--- config.mk ---
export PLATFORM = sky130hd
export DESIGN_NAME = battery_fuel_gauge_core
export DESIGN_NICKNAME = d
export VERILOG_FILES = /design/src/design/bfg_pkg.sv /design/src/design/battery_fuel_gauge_core.sv /design/src/design/bfg_div.sv /design/src/design/bfg_dp.sv /design/src/design/bfg_ctrl.sv
export SDC_FILE = /design/constraint.sdc
export NUM_CORES = 2
export LEC_CHECK = 0
export ABC_AREA = 1
export BUFFER_PORTS_ARGS = -buffer_cell sky130_fd_sc_hd__clkbuf_2
export CAP_MARGIN = 20
export CELL_PAD_IN_SITES_DETAIL_PLACEMENT = 2
export CELL_PAD_IN_SITES_GLOBAL_PLACEMENT = 2
export CORE_MARGIN = 5
export CORE_UTILIZATION = 44
export CTS_CLUSTER_DIAMETER = 50
export DETAILED_ROUTE_END_ITERATION = 12
export PLACE_DENSITY = 0.89
export SLEW_MARGIN = 20
export SYNTH_ARGS = -nofsm -noshare
export SYNTH_HDL_FRONTEND = slang
export SYNTH_SLANG_ARGS = --single-unit
--- constraint.sdc ---
create_clock -name clk -period 22.8 [get_ports clk]
set_input_delay 1.14 -clock clk [delete_from_list [all_inputs] [get_ports clk]]
set_output_delay 1.14 -clock clk [all_outputs]
set_load 0.01 [all_outputs]
--- src/design/bfg_pkg.sv ---
// Shared types, constants and discharge curve table of the battery fuel gauge.
package bfg_pkg;

  // Defaults of the top-level parameters
  localparam int OVERSAMPLE_DEF = 9;
  localparam int SMOOTH_SHIFT_DEF = 3;
  localparam int MIN_PLAUSIBLE_MV_DEF = 2500;
  localparam int MAX_PLAUSIBLE_MV_DEF = 4500;

  // Configuration register indexes
  localparam logic [3:0] REG_ENABLE   = 4'd0;
  localparam logic [3:0] REG_DIVIDER  = 4'd1;
  localparam logic [3:0] REG_TRIM     = 4'd2;
  localparam logic [3:0] REG_CELLS    = 4'd3;
  localparam logic [3:0] REG_FULL     = 4'd4;
  localparam logic [3:0] REG_EMPTY    = 4'd5;
  localparam logic [3:0] REG_LOW      = 4'd6;
  localparam logic [3:0] REG_CRITICAL = 4'd7;

  // Gauge state codes
  localparam logic [2:0] GS_UNKNOWN     = 3'd0;
  localparam logic [2:0] GS_CHARGING    = 3'd1;
  localparam logic [2:0] GS_FULL        = 3'd2;
  localparam logic [2:0] GS_CRITICAL    = 3'd3;
  localparam logic [2:0] GS_LOW         = 3'd4;
  localparam logic [2:0] GS_DISCHARGING = 3'd5;

  // Divider widths
  localparam int NUM_W = 24;
  localparam int DEN_W = 13;

  // Discharge curve knees
  localparam int KNEES = 14;
  localparam logic [12:0] CURVE_FLOOR_MV = 13'd3000;
  localparam logic [12:0] KNEE_MV [KNEES] = '{
    13'd4150, 13'd4050, 13'd3970, 13'd3910, 13'd3850, 13'd3800, 13'd3750,
    13'd3710, 13'd3680, 13'd3640, 13'd3590, 13'd3520, 13'd3450, 13'd3350};
  localparam logic [9:0] KNEE_MILLI [KNEES] = '{
    10'd1000, 10'd920, 10'd850, 10'd770, 10'd680, 10'd590, 10'd500,
    10'd410, 10'd330, 10'd250, 10'd170, 10'd100, 10'd50, 10'd10};

  // Step selector for the shared divide stages
  typedef enum logic [2:0] {
    OP_CELL = 3'd0,
    OP_HERE = 3'd1,
    OP_TOP  = 3'd2,
    OP_BOT  = 3'd3,
    OP_PCT  = 3'd4
  } op_t;

  // Commands from controller to datapath
  typedef struct packed {
    logic store;
    logic clr_smooth;
    logic med_check;
    logic mul1;
    logic mul2;
    logic smooth;
    logic div_start;
    logic latch;
    logic use_div;
    logic load_out;
    op_t  op;
  } cmd_t;

  // Status from datapath to controller
  typedef struct packed {
    logic enabled;
    logic present;
    logic direct;
    logic div_done;
  } status_t;

endpackage

--- src/design/battery_fuel_gauge_core.sv ---
// Top level of the battery fuel gauge: controller, datapath and stream ports.
// A conversion that does not fill a burst is taken while idle; the one that fills it starts
// median, scaling, smoothing and up to five divide steps, during which no input is taken.
// Throughput: one conversion per cycle otherwise; a reading still unread holds back the next.
// Reset (synchronous, rst_n low): registers at defaults, burst count and smoothing cleared.
module battery_fuel_gauge_core #(
  parameter int OVERSAMPLE       = bfg_pkg::OVERSAMPLE_DEF,
  parameter int SMOOTH_SHIFT     = bfg_pkg::SMOOTH_SHIFT_DEF,
  parameter int MIN_PLAUSIBLE_MV = bfg_pkg::MIN_PLAUSIBLE_MV_DEF,
  parameter int MAX_PLAUSIBLE_MV = bfg_pkg::MAX_PLAUSIBLE_MV_DEF
) (
  input  logic        clk,
  input  logic        rst_n,
  input  logic        cfg_we,
  input  logic [3:0]  cfg_index,
  input  logic [13:0] cfg_wdata,
  input  logic        in_tvalid,
  output logic        in_tready,
  input  logic [15:0] in_tdata,  // pin_mv[11:0], charging_level[12], charge_done_level[13]
  input  logic        in_tuser,  // burst_start
  output logic        out_tvalid,
  input  logic        out_tready,
  // present[0], gauge_state[3:1], pack_mv[18:4], cell_mv[31:19], percent[38:32],
  // low_flag[39], critical_flag[40], median_pin_mv[52:41], charging[53], charge_done[54]
  output logic [55:0] out_tdata
);

  localparam int IW = (OVERSAMPLE > 1) ? $clog2(OVERSAMPLE) : 1;

  bfg_pkg::cmd_t    cmd;
  bfg_pkg::status_t status;
  logic [IW-1:0]    wr_addr, med_idx;

  bfg_ctrl #(
    .OVERSAMPLE (OVERSAMPLE)
  ) u_ctrl (
    .clk         (clk),
    .rst_n       (rst_n),
    .in_tvalid   (in_tvalid),
    .in_tready   (in_tready),
    .burst_start (in_tuser),
    .out_tvalid  (out_tvalid),
    .out_tready  (out_tready),
    .status      (status),
    .cmd         (cmd),
    .wr_addr     (wr_addr),
    .med_idx     (med_idx)
  );

  bfg_dp #(
    .OVERSAMPLE       (OVERSAMPLE),
    .SMOOTH_SHIFT     (SMOOTH_SHIFT),
    .MIN_PLAUSIBLE_MV (MIN_PLAUSIBLE_MV),
    .MAX_PLAUSIBLE_MV (MAX_PLAUSIBLE_MV)
  ) u_dp (
    .clk               (clk),
    .rst_n             (rst_n),
    .cfg_we            (cfg_we),
    .cfg_index         (cfg_index),
    .cfg_wdata         (cfg_wdata),
    .pin_mv            (in_tdata[11:0]),
    .charging_level    (in_tdata[12]),
    .charge_done_level (in_tdata[13]),
    .wr_addr           (wr_addr),
    .med_idx           (med_idx),
    .cmd               (cmd),
    .status            (status),
    .out_data          (out_tdata)
  );

endmodule

--- src/design/bfg_div.sv ---
// Iterative restoring divider, one quotient bit per cycle.
module bfg_div (
  input  logic                      clk,
  input  logic                      rst_n,
  input  logic                      start,
  input  logic [bfg_pkg::NUM_W-1:0] num,
  input  logic [bfg_pkg::DEN_W-1:0] den,
  output logic                      done,
  output logic [bfg_pkg::NUM_W-1:0] quo
);

  localparam int CNT_W = $clog2(bfg_pkg::NUM_W + 1);

  logic [bfg_pkg::NUM_W-1:0] q_r, q_nxt;
  logic [bfg_pkg::DEN_W-1:0] rem_r, rem_nxt;
  logic [bfg_pkg::DEN_W-1:0] den_r, den_nxt;
  logic [CNT_W-1:0]          cnt_r, cnt_nxt;
  logic                      busy_r, busy_nxt;
  logic                      done_r, done_nxt;
  logic [bfg_pkg::DEN_W:0]   trial;

  // One shift-subtract step per cycle
  always_comb begin
    q_nxt    = q_r;
    rem_nxt  = rem_r;
    den_nxt  = den_r;
    cnt_nxt  = cnt_r;
    busy_nxt = busy_r;
    done_nxt = 1'b0;
    trial    = {rem_r, q_r[bfg_pkg::NUM_W-1]};
    if (start) begin
      q_nxt    = num;
      rem_nxt  = '0;
      den_nxt  = den;
      cnt_nxt  = CNT_W'(bfg_pkg::NUM_W);
      busy_nxt = 1'b1;
    end else if (busy_r) begin
      if (trial >= {1'b0, den_r}) begin
        rem_nxt = bfg_pkg::DEN_W'(trial - {1'b0, den_r});
        q_nxt   = {q_r[bfg_pkg::NUM_W-2:0], 1'b1};
      end else begin
        rem_nxt = trial[bfg_pkg::DEN_W-1:0];
        q_nxt   = {q_r[bfg_pkg::NUM_W-2:0], 1'b0};
      end
      cnt_nxt = cnt_r - 1'b1;
      if (cnt_r == CNT_W'(1)) begin
        busy_nxt = 1'b0;
        done_nxt = 1'b1;
      end
    end
  end

  always_ff @(posedge clk) begin
    if (!rst_n) begin
      busy_r <= 1'b0;
      done_r <= 1'b0;
      cnt_r  <= '0;
    end else begin
      busy_r <= busy_nxt;
      done_r <= done_nxt;
      cnt_r  <= cnt_nxt;
    end
    q_r   <= q_nxt;
    rem_r <= rem_nxt;
    den_r <= den_nxt;
  end

  assign done = done_r;
  assign quo  = q_r;

endmodule

--- src/design/bfg_dp.sv ---
// Datapath: configuration, burst store, median, scaling, smoothing, curve and output register.
module bfg_dp #(
  parameter int OVERSAMPLE       = bfg_pkg::OVERSAMPLE_DEF,
  parameter int SMOOTH_SHIFT     = bfg_pkg::SMOOTH_SHIFT_DEF,
  parameter int MIN_PLAUSIBLE_MV = bfg_pkg::MIN_PLAUSIBLE_MV_DEF,
  parameter int MAX_PLAUSIBLE_MV = bfg_pkg::MAX_PLAUSIBLE_MV_DEF,
  localparam int IW = (OVERSAMPLE > 1) ? $clog2(OVERSAMPLE) : 1
) (
  input  logic                clk,
  input  logic                rst_n,
  input  logic                cfg_we,
  input  logic [3:0]          cfg_index,
  input  logic [13:0]         cfg_wdata,
  input  logic [11:0]         pin_mv,
  input  logic                charging_level,
  input  logic                charge_done_level,
  input  logic [IW-1:0]       wr_addr,
  input  logic [IW-1:0]       med_idx,
  input  bfg_pkg::cmd_t       cmd,
  output bfg_pkg::status_t    status,
  output logic [55:0]         out_data
);

  localparam int CW = $clog2(OVERSAMPLE + 1);
  localparam logic [CW-1:0] MED_K = CW'(OVERSAMPLE / 2);

  // Configuration registers
  logic        en_r;
  logic [12:0] div_r, full_r, empty_r;
  logic [13:0] trim_r;
  logic [2:0]  cells_r;
  logic [6:0]  low_r;
  logic [5:0]  crit_r;

  always_ff @(posedge clk) begin
    if (!rst_n) begin
      en_r    <= 1'b1;
      div_r   <= 13'd512;
      trim_r  <= 14'd4096;
      cells_r <= 3'd1;
      full_r  <= 13'd4150;
      empty_r <= 13'd3300;
      low_r   <= 7'd20;
      crit_r  <= 6'd10;
    end else if (cfg_we) begin
      unique case (cfg_index)
        bfg_pkg::REG_ENABLE:   en_r    <= cfg_wdata[0];
        bfg_pkg::REG_DIVIDER:  div_r   <= cfg_wdata[12:0];
        bfg_pkg::REG_TRIM:     trim_r  <= cfg_wdata[13:0];
        bfg_pkg::REG_CELLS:    cells_r <= cfg_wdata[2:0];
        bfg_pkg::REG_FULL:     full_r  <= cfg_wdata[12:0];
        bfg_pkg::REG_EMPTY:    empty_r <= cfg_wdata[12:0];
        bfg_pkg::REG_LOW:      low_r   <= cfg_wdata[6:0];
        bfg_pkg::REG_CRITICAL: crit_r  <= cfg_wdata[5:0];
        default: ;
      endcase
    end
  end

  // Effective settings with fallbacks
  logic [12:0] div_e, full_e, empty_e;
  logic [13:0] trim_e;
  logic [2:0]  cells_e;
  logic [5:0]  crit_e;
  logic [6:0]  low_e;

  always_comb begin
    div_e   = (div_r >= 13'd256 && div_r <= 13'd5120) ? div_r : 13'd512;
    trim_e  = (trim_r >= 14'd2048 && trim_r <= 14'd8192) ? trim_r : 14'd4096;
    cells_e = (cells_r >= 3'd1 && cells_r <= 3'd4) ? cells_r : 3'd1;
    full_e  = (full_r >= 13'd3400 && full_r <= 13'd4500) ? full_r : 13'd4150;
    if (empty_r >= 13'd2500 && ({1'b0, empty_r} + 14'd50) < {1'b0, full_e})
      empty_e = empty_r;
    else if (13'd3350 < full_e)
      empty_e = 13'd3300;
    else
      empty_e = full_e - 13'd500;
    crit_e = (crit_r <= 6'd50) ? crit_r : 6'd10;
    low_e  = (low_r <= 7'd90 && low_r > {1'b0, crit_e}) ? low_r : 7'd20;
    if (low_e <= {1'b0, crit_e})
      low_e = ({1'b0, crit_e} + 7'd5 < 7'd90) ? {1'b0, crit_e} + 7'd5 : 7'd90;
  end

  // Burst sample store and levels of the last conversion
  logic [11:0] samp_r [OVERSAMPLE];
  logic        chg_r, done_r;

  always_ff @(posedge clk) begin
    if (cmd.store) begin
      samp_r[wr_addr] <= pin_mv;
      chg_r           <= charging_level;
      done_r          <= charge_done_level;
    end
  end

  // Median by rank: candidate whose rank brackets the middle position
  logic [11:0]   cand;
  logic [CW-1:0] n_lt, n_le;
  logic [11:0]   median_r;

  always_comb begin
    cand = samp_r[med_idx];
    n_lt = '0;
    n_le = '0;
    for (int i = 0; i < OVERSAMPLE; i++) begin
      n_lt = n_lt + CW'(samp_r[i] < cand);
      n_le = n_le + CW'(samp_r[i] <= cand);
    end
  end

  always_ff @(posedge clk) begin
    if (cmd.med_check && n_lt <= MED_K && n_le > MED_K) median_r <= cand;
  end

  // Scaling products, one multiplier per stage
  logic [24:0] prod1_r;
  logic [38:0] prod2_r;
  logic [19:0] raw;
  logic [19:0] lo_lim, hi_lim;
  logic        present_c;

  always_ff @(posedge clk) begin
    if (cmd.mul1) prod1_r <= 25'(median_r) * 25'(div_e);
    if (cmd.mul2) prod2_r <= 39'(prod1_r) * 39'(trim_e);
  end

  assign raw       = 20'((prod2_r + 39'd524288) >> 20);
  assign lo_lim    = 20'(MIN_PLAUSIBLE_MV) * 20'(cells_e);
  assign hi_lim    = 20'(MAX_PLAUSIBLE_MV) * 20'(cells_e);
  assign present_c = (raw >= lo_lim) && (raw <= hi_lim);

  // Exponential smoothing of pack millivolts in Q.8
  logic [23:0] smooth_r, smooth_nxt, r8;
  logic        present_r;
  logic        cfg_hit;

  assign r8      = {raw[15:0], 8'd0};
  assign cfg_hit = cfg_we && (cfg_index <= bfg_pkg::REG_CRITICAL);

  always_comb begin
    smooth_nxt = smooth_r;
    if (cfg_hit || cmd.clr_smooth) begin
      smooth_nxt = '0;
    end else if (cmd.smooth) begin
      if (!present_c)
        smooth_nxt = '0;
      else if (smooth_r == '0)
        smooth_nxt = r8;
      else if (r8 >= smooth_r)
        smooth_nxt = smooth_r + ((r8 - smooth_r) >> SMOOTH_SHIFT);
      else
        smooth_nxt = smooth_r - ((smooth_r - r8) >> SMOOTH_SHIFT);
    end
  end

  always_ff @(posedge clk) begin
    if (!rst_n) smooth_r <= '0;
    else smooth_r <= smooth_nxt;
    if (cmd.smooth) present_r <= present_c;
  end

  // Curve segment of the selected voltage
  logic [16:0]              cell_r;
  logic [9:0]               here_r, top_r, bot_r;
  logic [6:0]               pct_r;
  logic [16:0]              cv;
  logic                     cv_direct;
  logic [9:0]               cv_val, cv_base;
  logic [bfg_pkg::NUM_W-1:0] cv_num;
  logic [bfg_pkg::DEN_W-1:0] cv_den;
  logic [12:0]              seg_span;
  logic [16:0]              seg_part;
  logic [9:0]               seg_rise;

  always_comb begin
    unique case (cmd.op)
      bfg_pkg::OP_TOP: cv = 17'(full_e);
      bfg_pkg::OP_BOT: cv = 17'(empty_e);
      default:         cv = cell_r;
    endcase
    cv_direct = 1'b0;
    cv_val    = '0;
    cv_base   = '0;
    seg_span  = 13'd350;
    seg_part  = cv - 17'(bfg_pkg::CURVE_FLOOR_MV);
    seg_rise  = bfg_pkg::KNEE_MILLI[bfg_pkg::KNEES-1];
    for (int i = bfg_pkg::KNEES - 1; i >= 1; i--) begin
      if (cv >= 17'(bfg_pkg::KNEE_MV[i])) begin
        seg_span = bfg_pkg::KNEE_MV[i-1] - bfg_pkg::KNEE_MV[i];
        seg_part = cv - 17'(bfg_pkg::KNEE_MV[i]);
        seg_rise = bfg_pkg::KNEE_MILLI[i-1] - bfg_pkg::KNEE_MILLI[i];
        cv_base  = bfg_pkg::KNEE_MILLI[i];
      end
    end
    if (cv >= 17'(bfg_pkg::KNEE_MV[0])) begin
      cv_direct = 1'b1;
      cv_val    = 10'd1000;
    end else if (cv <= 17'(bfg_pkg::CURVE_FLOOR_MV)) begin
      cv_direct = 1'b1;
      cv_val    = '0;
    end
    cv_num = bfg_pkg::NUM_W'(seg_rise) * bfg_pkg::NUM_W'(seg_part)
           + bfg_pkg::NUM_W'(seg_span >> 1);
    cv_den = seg_span;
  end

  // Percent rescale between curve points, or straight line on collapse
  logic                      pct_direct;
  logic [6:0]                pct_val;
  logic [bfg_pkg::NUM_W-1:0] pct_num;
  logic [bfg_pkg::DEN_W-1:0] pct_den;
  logic [12:0]               line_span;
  logic [9:0]                rng;

  always_comb begin
    line_span  = full_e - empty_e;
    rng        = top_r - bot_r;
    pct_direct = 1'b0;
    pct_val    = '0;
    if (top_r <= bot_r) begin
      pct_num = bfg_pkg::NUM_W'(cell_r - 17'(empty_e)) * bfg_pkg::NUM_W'(100)
              + bfg_pkg::NUM_W'(line_span >> 1);
      pct_den = line_span;
    end else begin
      pct_num = bfg_pkg::NUM_W'(here_r - bot_r) * bfg_pkg::NUM_W'(100)
              + bfg_pkg::NUM_W'(rng >> 1);
      pct_den = bfg_pkg::DEN_W'(rng);
    end
    if (cell_r >= 17'(full_e)) begin
      pct_direct = 1'b1;
      pct_val    = 7'd100;
    end else if (cell_r <= 17'(empty_e)) begin
      pct_direct = 1'b1;
    end else if (top_r > bot_r && here_r <= bot_r) begin
      pct_direct = 1'b1;
    end
  end

  // Shared divider
  logic [bfg_pkg::NUM_W-1:0] div_num, quo;
  logic [bfg_pkg::DEN_W-1:0] div_den;
  logic                      div_done;
  logic                      direct;

  always_comb begin
    unique case (cmd.op)
      bfg_pkg::OP_CELL: begin
        div_num = smooth_r;
        div_den = bfg_pkg::DEN_W'(cells_e);
        direct  = 1'b0;
      end
      bfg_pkg::OP_PCT: begin
        div_num = pct_num;
        div_den = pct_den;
        direct  = pct_direct;
      end
      default: begin
        div_num = cv_num;
        div_den = cv_den;
        direct  = cv_direct;
      end
    endcase
  end

  bfg_div u_div (
    .clk   (clk),
    .rst_n (rst_n),
    .start (cmd.div_start),
    .num   (div_num),
    .den   (div_den),
    .done  (div_done),
    .quo   (quo)
  );

  // Store the result of a curve step
  always_ff @(posedge clk) begin
    if (cmd.latch) begin
      unique case (cmd.op)
        bfg_pkg::OP_CELL: cell_r <= 17'((25'(quo) + 25'd128) >> 8);
        bfg_pkg::OP_HERE: here_r <= cmd.use_div ? cv_base + 10'(quo) : cv_val;
        bfg_pkg::OP_TOP:  top_r  <= cmd.use_div ? cv_base + 10'(quo) : cv_val;
        bfg_pkg::OP_BOT:  bot_r  <= cmd.use_div ? cv_base + 10'(quo) : cv_val;
        bfg_pkg::OP_PCT:  pct_r  <= !cmd.use_div ? pct_val :
                                    (quo > 24'd100) ? 7'd100 : 7'(quo);
        default: ;
      endcase
    end
  end

  // Flags, state and output register
  logic [16:0] pack;
  logic        lowf, critf;
  logic [2:0]  gstate;
  logic [55:0] out_r;

  always_comb begin
    pack  = 17'((25'(smooth_r) + 25'd128) >> 8);
    lowf  = !chg_r && (pct_r <= low_e);
    critf = !chg_r && (pct_r <= 7'(crit_e));
    priority if (chg_r)                      gstate = bfg_pkg::GS_CHARGING;
    else if (done_r && pct_r >= 7'd95)       gstate = bfg_pkg::GS_FULL;
    else if (critf)                          gstate = bfg_pkg::GS_CRITICAL;
    else if (lowf)                           gstate = bfg_pkg::GS_LOW;
    else                                     gstate = bfg_pkg::GS_DISCHARGING;
  end

  always_ff @(posedge clk) begin
    if (cmd.load_out) begin
      if (present_r)
        out_r <= {1'b0, done_r, chg_r, median_r, critf, lowf, pct_r,
                  cell_r[12:0], pack[14:0], gstate, 1'b1};
      else
        out_r <= {1'b0, done_r, chg_r, median_r, 2'b00, 7'd0,
                  13'd0, 15'd0, bfg_pkg::GS_UNKNOWN, 1'b0};
    end
  end

  assign out_data        = out_r;
  assign status.enabled  = en_r;
  assign status.present  = present_c;
  assign status.direct   = direct;
  assign status.div_done = div_done;

endmodule

--- src/design/bfg_ctrl.sv ---
// Controller: burst counting, step sequencing and output handshake.
module bfg_ctrl #(
  parameter int OVERSAMPLE = bfg_pkg::OVERSAMPLE_DEF,
  localparam int IW = (OVERSAMPLE > 1) ? $clog2(OVERSAMPLE) : 1
) (
  input  logic             clk,
  input  logic             rst_n,
  input  logic             in_tvalid,
  output logic             in_tready,
  input  logic             burst_start,
  output logic             out_tvalid,
  input  logic             out_tready,
  input  bfg_pkg::status_t status,
  output bfg_pkg::cmd_t    cmd,
  output logic [IW-1:0]    wr_addr,
  output logic [IW-1:0]    med_idx
);

  localparam int CW = $clog2(OVERSAMPLE + 1);

  typedef enum logic [10:0] {
    S_IDLE   = 11'b000_0000_0001,
    S_MED    = 11'b000_0000_0010,
    S_MUL1   = 11'b000_0000_0100,
    S_MUL2   = 11'b000_0000_1000,
    S_SMOOTH = 11'b000_0001_0000,
    S_CELL   = 11'b000_0010_0000,
    S_HERE   = 11'b000_0100_0000,
    S_TOP    = 11'b000_1000_0000,
    S_BOT    = 11'b001_0000_0000,
    S_PCT    = 11'b010_0000_0000,
    S_OUT    = 11'b100_0000_0000
  } state_t;

  state_t        state_r, state_nxt;
  logic [CW-1:0] cnt_r, cnt_nxt;
  logic [IW-1:0] idx_r, idx_nxt;
  logic          wait_r, wait_nxt;
  logic          ov_r, ov_nxt;
  logic          acc;

  assign in_tready = (state_r == S_IDLE);
  assign acc       = in_tvalid && in_tready;

  always_comb begin
    state_nxt = state_r;
    cnt_nxt   = cnt_r;
    idx_nxt   = idx_r;
    wait_nxt  = wait_r;
    ov_nxt    = (ov_r && out_tready) ? 1'b0 : ov_r;
    cmd       = '0;
    cmd.op    = bfg_pkg::OP_CELL;
    unique case (state_r)
      // Take conversions; the burst-filling one starts the computation
      S_IDLE: begin
        if (acc) begin
          priority if (!status.enabled) begin
            cmd.clr_smooth = 1'b1;
            cnt_nxt        = '0;
          end else if (burst_start) begin
            cnt_nxt = '0;
          end else if (cnt_r < CW'(OVERSAMPLE)) begin
            cmd.store = 1'b1;
            cnt_nxt   = cnt_r + 1'b1;
            if (cnt_r == CW'(OVERSAMPLE - 1)) begin
              state_nxt = S_MED;
              idx_nxt   = '0;
            end
          end else begin
            cnt_nxt = cnt_r;
          end
        end
      end
      // One rank test per sample
      S_MED: begin
        cmd.med_check = 1'b1;
        idx_nxt       = idx_r + 1'b1;
        if (idx_r == IW'(OVERSAMPLE - 1)) state_nxt = S_MUL1;
      end
      S_MUL1: begin
        cmd.mul1  = 1'b1;
        state_nxt = S_MUL2;
      end
      S_MUL2: begin
        cmd.mul2  = 1'b1;
        state_nxt = S_SMOOTH;
      end
      S_SMOOTH: begin
        cmd.smooth = 1'b1;
        state_nxt  = status.present ? S_CELL : S_OUT;
      end
      // Divide steps: direct value or one divider run each
      S_CELL, S_HERE, S_TOP, S_BOT, S_PCT: begin
        unique case (state_r)
          S_CELL:  cmd.op = bfg_pkg::OP_CELL;
          S_HERE:  cmd.op = bfg_pkg::OP_HERE;
          S_TOP:   cmd.op = bfg_pkg::OP_TOP;
          S_BOT:   cmd.op = bfg_pkg::OP_BOT;
          default: cmd.op = bfg_pkg::OP_PCT;
        endcase
        if (!wait_r && status.direct) begin
          cmd.latch = 1'b1;
        end else if (!wait_r) begin
          cmd.div_start = 1'b1;
          wait_nxt      = 1'b1;
        end else if (status.div_done) begin
          cmd.latch   = 1'b1;
          cmd.use_div = 1'b1;
          wait_nxt    = 1'b0;
        end
        if (cmd.latch) begin
          unique case (state_r)
            S_CELL:  state_nxt = S_HERE;
            S_HERE:  state_nxt = S_TOP;
            S_TOP:   state_nxt = S_BOT;
            S_BOT:   state_nxt = S_PCT;
            default: state_nxt = S_OUT;
          endcase
        end
      end
      // Load the output register once it is free
      S_OUT: begin
        if (!ov_r || out_tready) begin
          cmd.load_out = 1'b1;
          ov_nxt       = 1'b1;
          state_nxt    = S_IDLE;
        end
      end
      default: state_nxt = S_IDLE;
    endcase
  end

  always_ff @(posedge clk) begin
    if (!rst_n) begin
      state_r <= S_IDLE;
      cnt_r   <= '0;
      idx_r   <= '0;
      wait_r  <= 1'b0;
      ov_r    <= 1'b0;
    end else begin
      state_r <= state_nxt;
      cnt_r   <= cnt_nxt;
      idx_r   <= idx_nxt;
      wait_r  <= wait_nxt;
      ov_r    <= ov_nxt;
    end
  end

  assign wr_addr    = cnt_r[IW-1:0];
  assign med_idx    = idx_r;
  assign out_tvalid = ov_r;

endmodule
After elaboration in Yosys (flattened, before gate mapping)
Memory sizes are Yosys's and may differ from the RTL's. A register that Yosys moved wholly into a read port is not among the register bits.
Cells that the tools add are included.

storage, ports and cells
  word-level logic and storage cells = 397
  output and inout port bits = 58
  latch bits = 0
  memory bits (read-only) = 0
  memories = 1
  RAM bits = 108
  bits of input ports = 40
  flip-flop bits (word level) = 360

memory list
  name         words  width  rd ports  clocked after memory_dff  wr ports  RTL line      source
  u_dp.samp_r  9      12     10        1                         1         bfg_dp.sv:85  logic [11:0] samp_r [OVERSAMPLE];

operators by class
  reduce and logical (&&, ||, !) cells = 50
  divide/modulo/power cells = 0
  eq/ne operators = 34
  multiplexer cells = 147
  shifts and indexed selects = 0
  order comparisons = 66
  add/sub/neg operators = 52
  multipliers = 7
  bitwise logic cells = 4

operator list
  kind                      count
  $sub A17 B12 Y17 const B  14
  $ge A17 B12 Y1 const B    13
  $mux W17                  13
  $mux W24                  6
  $mux W9                   16
  $mux W7                   18
  $le A12 B12 Y1            9
  $lt A12 B12 Y1            9
  $mux W11                  9
  $mux W13                  6
  $pmux W11 S7              1
  $mux W10                  7
  $add A4 B1 Y4             14
  $mul A24 B5 Y22 const B   2
  $pmux W24 S2              1
  $sub A24 B24 Y24          2
  $mux W4                   11
  $pmux W11 S4              1
  $add A39 B20 Y39 const B  1
  $mul A25 B14 Y39          1
  $mux W1                   35
  $pmux W17 S2              1
  $reduce_and A2 Y1         14
  $ge A13 B12 Y1 const B    2
  98 further kinds          154

Longest topological paths before layout
  word-level depth = 25
  depth in mapped cells = 78
  mapped depth without buffers = 76

Cells and area by module
From an unflattened synthesis, not the netlist that was laid out.

second synthesis, totals
  cell total of the unflattened synthesis = 7254
  area, all modules = 58907.7 µm²

by module, submodules not included
  module    instances  cells an instance  area an instance (µm²)
  bfg_dp    1          6617               54175.7
  bfg_div   1          419                3324.4
  bfg_ctrl  1          218                1407.6

Least setup slack after synthesis
Ideal clock, no wire load.

  path kind = register -> register
  start = reg u_dp.full_r[12]
  end = reg u_dp.u_div.q_r (netlist bit u_dp.u_div.quo[20]), data pin
  cell stages (with the launch flop) = 62
  arrival = 9.618 ns
  library setup time = 0.265 ns
  path slack = 12.916 ns
  required time = 22.535 ns
  path buffers = 3
  cell sequence = dfxtp_1 -> nand2_1 -> nor2_2 -> nand3_2 -> nand2_4 -> nand2_1 -> nor2_1 -> inv_1 -> ha_1 -> nand2_1 -> nor3b_1 -> nand3_1 -> nor2_1 -> nand2_2 -> buf_6 -> nand4_1 -> nand2_1 -> buf_2 -> (+26 left out) -> inv_1 -> a21oi_1 -> o21ai_0 -> a21boi_0 -> inv_1 -> a21oi_1 -> o21bai_1 -> nand2_1 -> inv_1 -> o21ai_0 -> nand2_1 -> a21boi_0 -> o21ai_0 -> or2_2 -> nand3_1 -> o221ai_1 -> nand2_1 -> o21ai_1

between the ends
  longest elaborated chain between the ends = 25
  elaborated cells on any way between the ends = 98
  those cells by class = 19 x add/sub; 2 x mul; 21 x order compare; 53 x mux; 3 x reduce/logical

RTL lines
  what                                                      RTL line                    source
  start: declaration                                        bfg_dp.sv:29                logic [12:0] div_r, full_r, empty_r;
  start signal: assignment                                  bfg_dp.sv:51                bfg_pkg::REG_FULL: full_r <= cfg_wdata[12:0];
  $ge A13 B12 Y1 / $le A13 B13 Y1 (equally long branches)   bfg_dp.sv:71                full_e = (full_r >= 13'd3400 && full_r <= 13'd4500) ? full_r : 13'd4150;
  $logic_and A1 B1 Y1                                       bfg_dp.sv:71
  $mux W13 *                                                bfg_dp.sv:71
  $sub A13 B9 Y13, or another cell as far along             bfg_dp.sv:77                empty_e = full_e - 13'd500;
  $mux W13 / $logic_and A1 B1 Y1 (equally long branches)    bfg_dp.sv:74, bfg_dp.sv:72
  $mux W13                                                  bfg_dp.sv:72                if (empty_r >= 13'd2500 && ({1'b0, empty_r} + 14'd50) < {1'b0, full_e})
  $pmux W17 S2                                              bfg_dp.sv:176               unique case (cmd.op)
  $sub A17 B12 Y17, or another cell as far along            bfg_dp.sv:185               seg_part = cv - 17'(bfg_pkg::CURVE_FLOOR_MV);
  $mux W17 / $mux W6 (equally long branches) (2 in a row)   bfg_dp.sv:188               if (cv >= 17'(bfg_pkg::KNEE_MV[i])) begin
  $mux W17 / $mux W7 (equally long branches) (11 in a row)  bfg_dp.sv:188
  $mul A7 B17 Y24                                           bfg_dp.sv:202               cv_num = bfg_pkg::NUM_W'(seg_rise) * bfg_pkg::NUM_W'(seg_part)
  $add A24 B8 Y24                                           bfg_dp.sv:203               + bfg_pkg::NUM_W'(seg_span >> 1);
  $pmux W24 S2                                              bfg_dp.sv:246               unique case (cmd.op)
  $mux W24 *                                                bfg_div.sv:31               if (start) begin
  named net u_dp.u_div.q_nxt, one bit                       bfg_div.sv:14               logic [bfg_pkg::NUM_W-1:0] q_r, q_nxt;
  end signal: assignment                                    bfg_div.sv:63               q_r <= q_nxt;
  end: declaration                                          bfg_div.sv:14

Mark *: on every way through the listed nets, which the timed path passes. The rest lies on a longest branch.
A chain may end at the register's enable or synchronous reset.

Worst setup path after layout
  start = reg u_dp.full_r[5]
  end = reg u_dp.u_div.q_r (netlist bit u_dp.u_div.quo[20]), data pin

Same word-level chain as after synthesis.

==> impl_metrics.ini <==
[clock_network]
clk_pin_slew_ns = 0.07
clock_latency_ns = 0.80
ctsRootBufferMaster = clkbuf_16
ctsResizeCount = 0
clkSinkCount = 537
cts_hold_buf = 0
htreeDepth = 3
tritoncts = yes
numCtsBuffers = 88
post-cts-setup-buffers = 0
cts_buffer_depth = 3

[die]
core_area_um2 = 133000
die_w_um = 375
ios = 98
die_h_um = 375
row_count = 134
start_util_pct = 44.1
die-area_um2 = 141000

[logic_synthesis]
yosysTopAreaCellShare_pct = 20.3
yosys_register_bits = 537
yosysTopAreaCell = edfxtp_1
synth_ff_type = edfxtp_1
ys_seq_area_share_pct = 25.1
syn_inst = 7101
synth_area_um2 = 58700
synth_common_cells = inv_1 (1258), nand2_1 (1159), ha_1 (671), nor2_1 (660), a21oi_1 (563)
synth_edf_count = 398
synth.distinct_cells = 80
async_flop_share_pct = 0
netlist_top_cells_area = edfxtp_1 (20%), fa_1 (17%), ha_1 (14%)
yosys_warnings = 0
yosysMostFrequentCell = inv_1
syn_area_per_cell_um2 = 8.27

[grt]
grt_pass1_wl_um = 470000
track_usage_pct = 44.5
grt_pass1_vias = 68671
grt_max_degree = 82
antenna_found_initial = 22
grt_overflow_total = 0

[sta]
timing.final.crit_share_pct = 69.3
hold_viol_final = 0
fmax_ghz = 0.0632
drv_slew = 0
fin_crit_ns = 15.81
setup_viol = 0
rsz0062_at_grt = false
fin_worst_skew_ns = 0.0669
setup_tns_ns = 0
relSlewSlack_pct = 16.6
worst_slew_pin_slew_ns = 1.25

[setup_path]
critPathTopFamily = simple AND/OR/NAND/NOR gates
path_common_cell = nand2_1
slowest_stage = nand2_2
crit_buf_inv = 11
crit_required_ns = 23.30
critPathKind = flop to flop
r2r_slack_ns = 6.99
arrival_ns = 16.31
cp-start-kind = flop
path_max_fanout = 17
crit_path_end_kind = flop
cp_slowest_stage_delay_ns = 0.65

[drt]
post_drt_wl_per_cell_um = 38.2
antenna_left = 0
drt_pass1_iterations = 6
drtIter0Drc = 7817
vias_per_cell = 6.86
drcViolationCount = 0
postRouteWirelength_um = 346000
dr_total_vias = 62167

[power]
power.density_nw_per_um2 = 67.3
irDropWorstVdd_mv = 0.0729
leakage_nw = 30.7

[placed_design]
dp_hpwl_um = 210000
numPortBuffers = 94
placed_cells = 8881
gp_congestion = 0.926

[status]
outcome = finished clean

[finish]
drive_above_1_share_pct = 6.88
layout.nets = 8415
area_growth_pct = 9.76
seq_area_um2 = 14700
fillers = 14760
multiInputGateArea_um2 = 38500
instances_no_fill = 9060

[min_path]
min_path_type = flop to flop

[run]
maxCapViolCount = 0
final cells by class:
type                    instances  share of cell area, %
multi-input cells            5111                   59.7
flip-flops and latches        537                   22.9
inverters                    1317                   7.67
clock buffers                 105                   3.71
well taps                    1768                   3.43
repair buffers                152                   1.46
clock inverters                61                   1.11
diodes                          9                 0.0349
worst register-to-register path, delay by kind of cell (launching register included):
family | cells | cell delay, ns
AOI/OAI and AO/OA | 17 | 4.10
and+or+nand+nor | 23 | 5.70
adders and majority gates | 7 | 3.55
xor gates and xnor gates | 1 | 0.62
DFF | 1 | 0.36
buffers and inverters | 11 | 1.21
sequential cells by signal, summed over array words and instances, names as in the netlist, 11 cells and up, named ones only:
name,cells
u_dp.trim_r,14
u_dp.median_r,12
u_dp.div_r,13
u_dp.u_div.den_r,13
u_dp.empty_r,13
u_dp.prod1_r,25
u_dp.prod2_r,20
u_dp.u_div.rem_r,13
u_dp.samp_r,192
u_dp.smooth_r,24
u_dp.out_data,55
u_dp.cell_r,17
u_dp.full_r,13
u_dp.u_div.quo,24
u_ctrl.state_r,11
final timing paths:
kind | from | to | cells past startpoint
max reg2reg | u_dp.full_r[5] | u_dp.u_div.quo[20] | 59
min | u_dp.done_r | u_dp.out_data[54] | 0
max | u_dp.full_r[5] | u_dp.u_div.quo[20] | 59
min reg2reg | u_dp.done_r | u_dp.out_data[54] | 0
through the flow:
step | hold slack [ns] | cell area, µm² | util, % | power [mW] | setup slack, ns
5_1_grt | 0.483 | 64500 | 48.4 | 4.38 | 6.89
6_report | 0.466 | 64500 | 48.4 | 4.34 | 6.99
2_1_floorplan | 0.427 | 58900 | - | 2.00 | 12.92
3_3_place_gp | 0.450 | 61300 | 46.0 | 2.31 | 10.21
4_1_cts | 0.472 | 64400 | 48.4 | 4.15 | 8.44
3_5_place_dp | 0.457 | 61300 | 46.0 | 2.52 | 9.26
report_power, final:
part / internal (mW) / switching (mW)
Clock: 0.832 / 0.678
Sequential: 1.12 / 0.0781
Combinational: 0.473 / 1.16
cells in the final DEF, fill, tap and decap left out, types with 13 or more instances in the layout:
master and count:
a211oi_1 17, a21o_1 15, a21oi_1 563, a31oi_1 24
buf_4 54, clkbuf_16 91, clkbuf_2 94, clkinv_1 25
conb_1 49, dfxtp_1 137, edfxtp_1 398, fa_1 497
ha_1 671, inv_1 1257, inv_2 41, mux2i_1 51
nand2_1 1158, nand2_2 27, nand2_4 13, nand3_1 201
nand4_1 76, nor2_1 652, nor2_2 41, nor3_1 62
nor4_1 14, o2111ai_1 20, o211ai_1 69, o21a_1 14
o21ai_0 350, o21ai_1 47, o21bai_1 23, o221ai_1 22
o31ai_1 13, or2_2 22, xnor2_1 67, xor2_1 197
logic make-up after synthesis:
group / share of synthesized area (%)
muxes: 0.869
xor gates and xnor gates: 3.99
adders and majority gates: 31.2
DFF: 25.1
and+or+nand+nor: 16.8
other: 0.00638
buffers and inverters: 9.75
AOI/OAI and AO/OA: 12.3
metal layers:
layer  share of wire, %  track usage, %
met1                 33            48.7
met5              0.050               0
met4                 11            33.8
met2                 45            73.9
met3                 11            12.1
(Power assumes the default switching activity.)
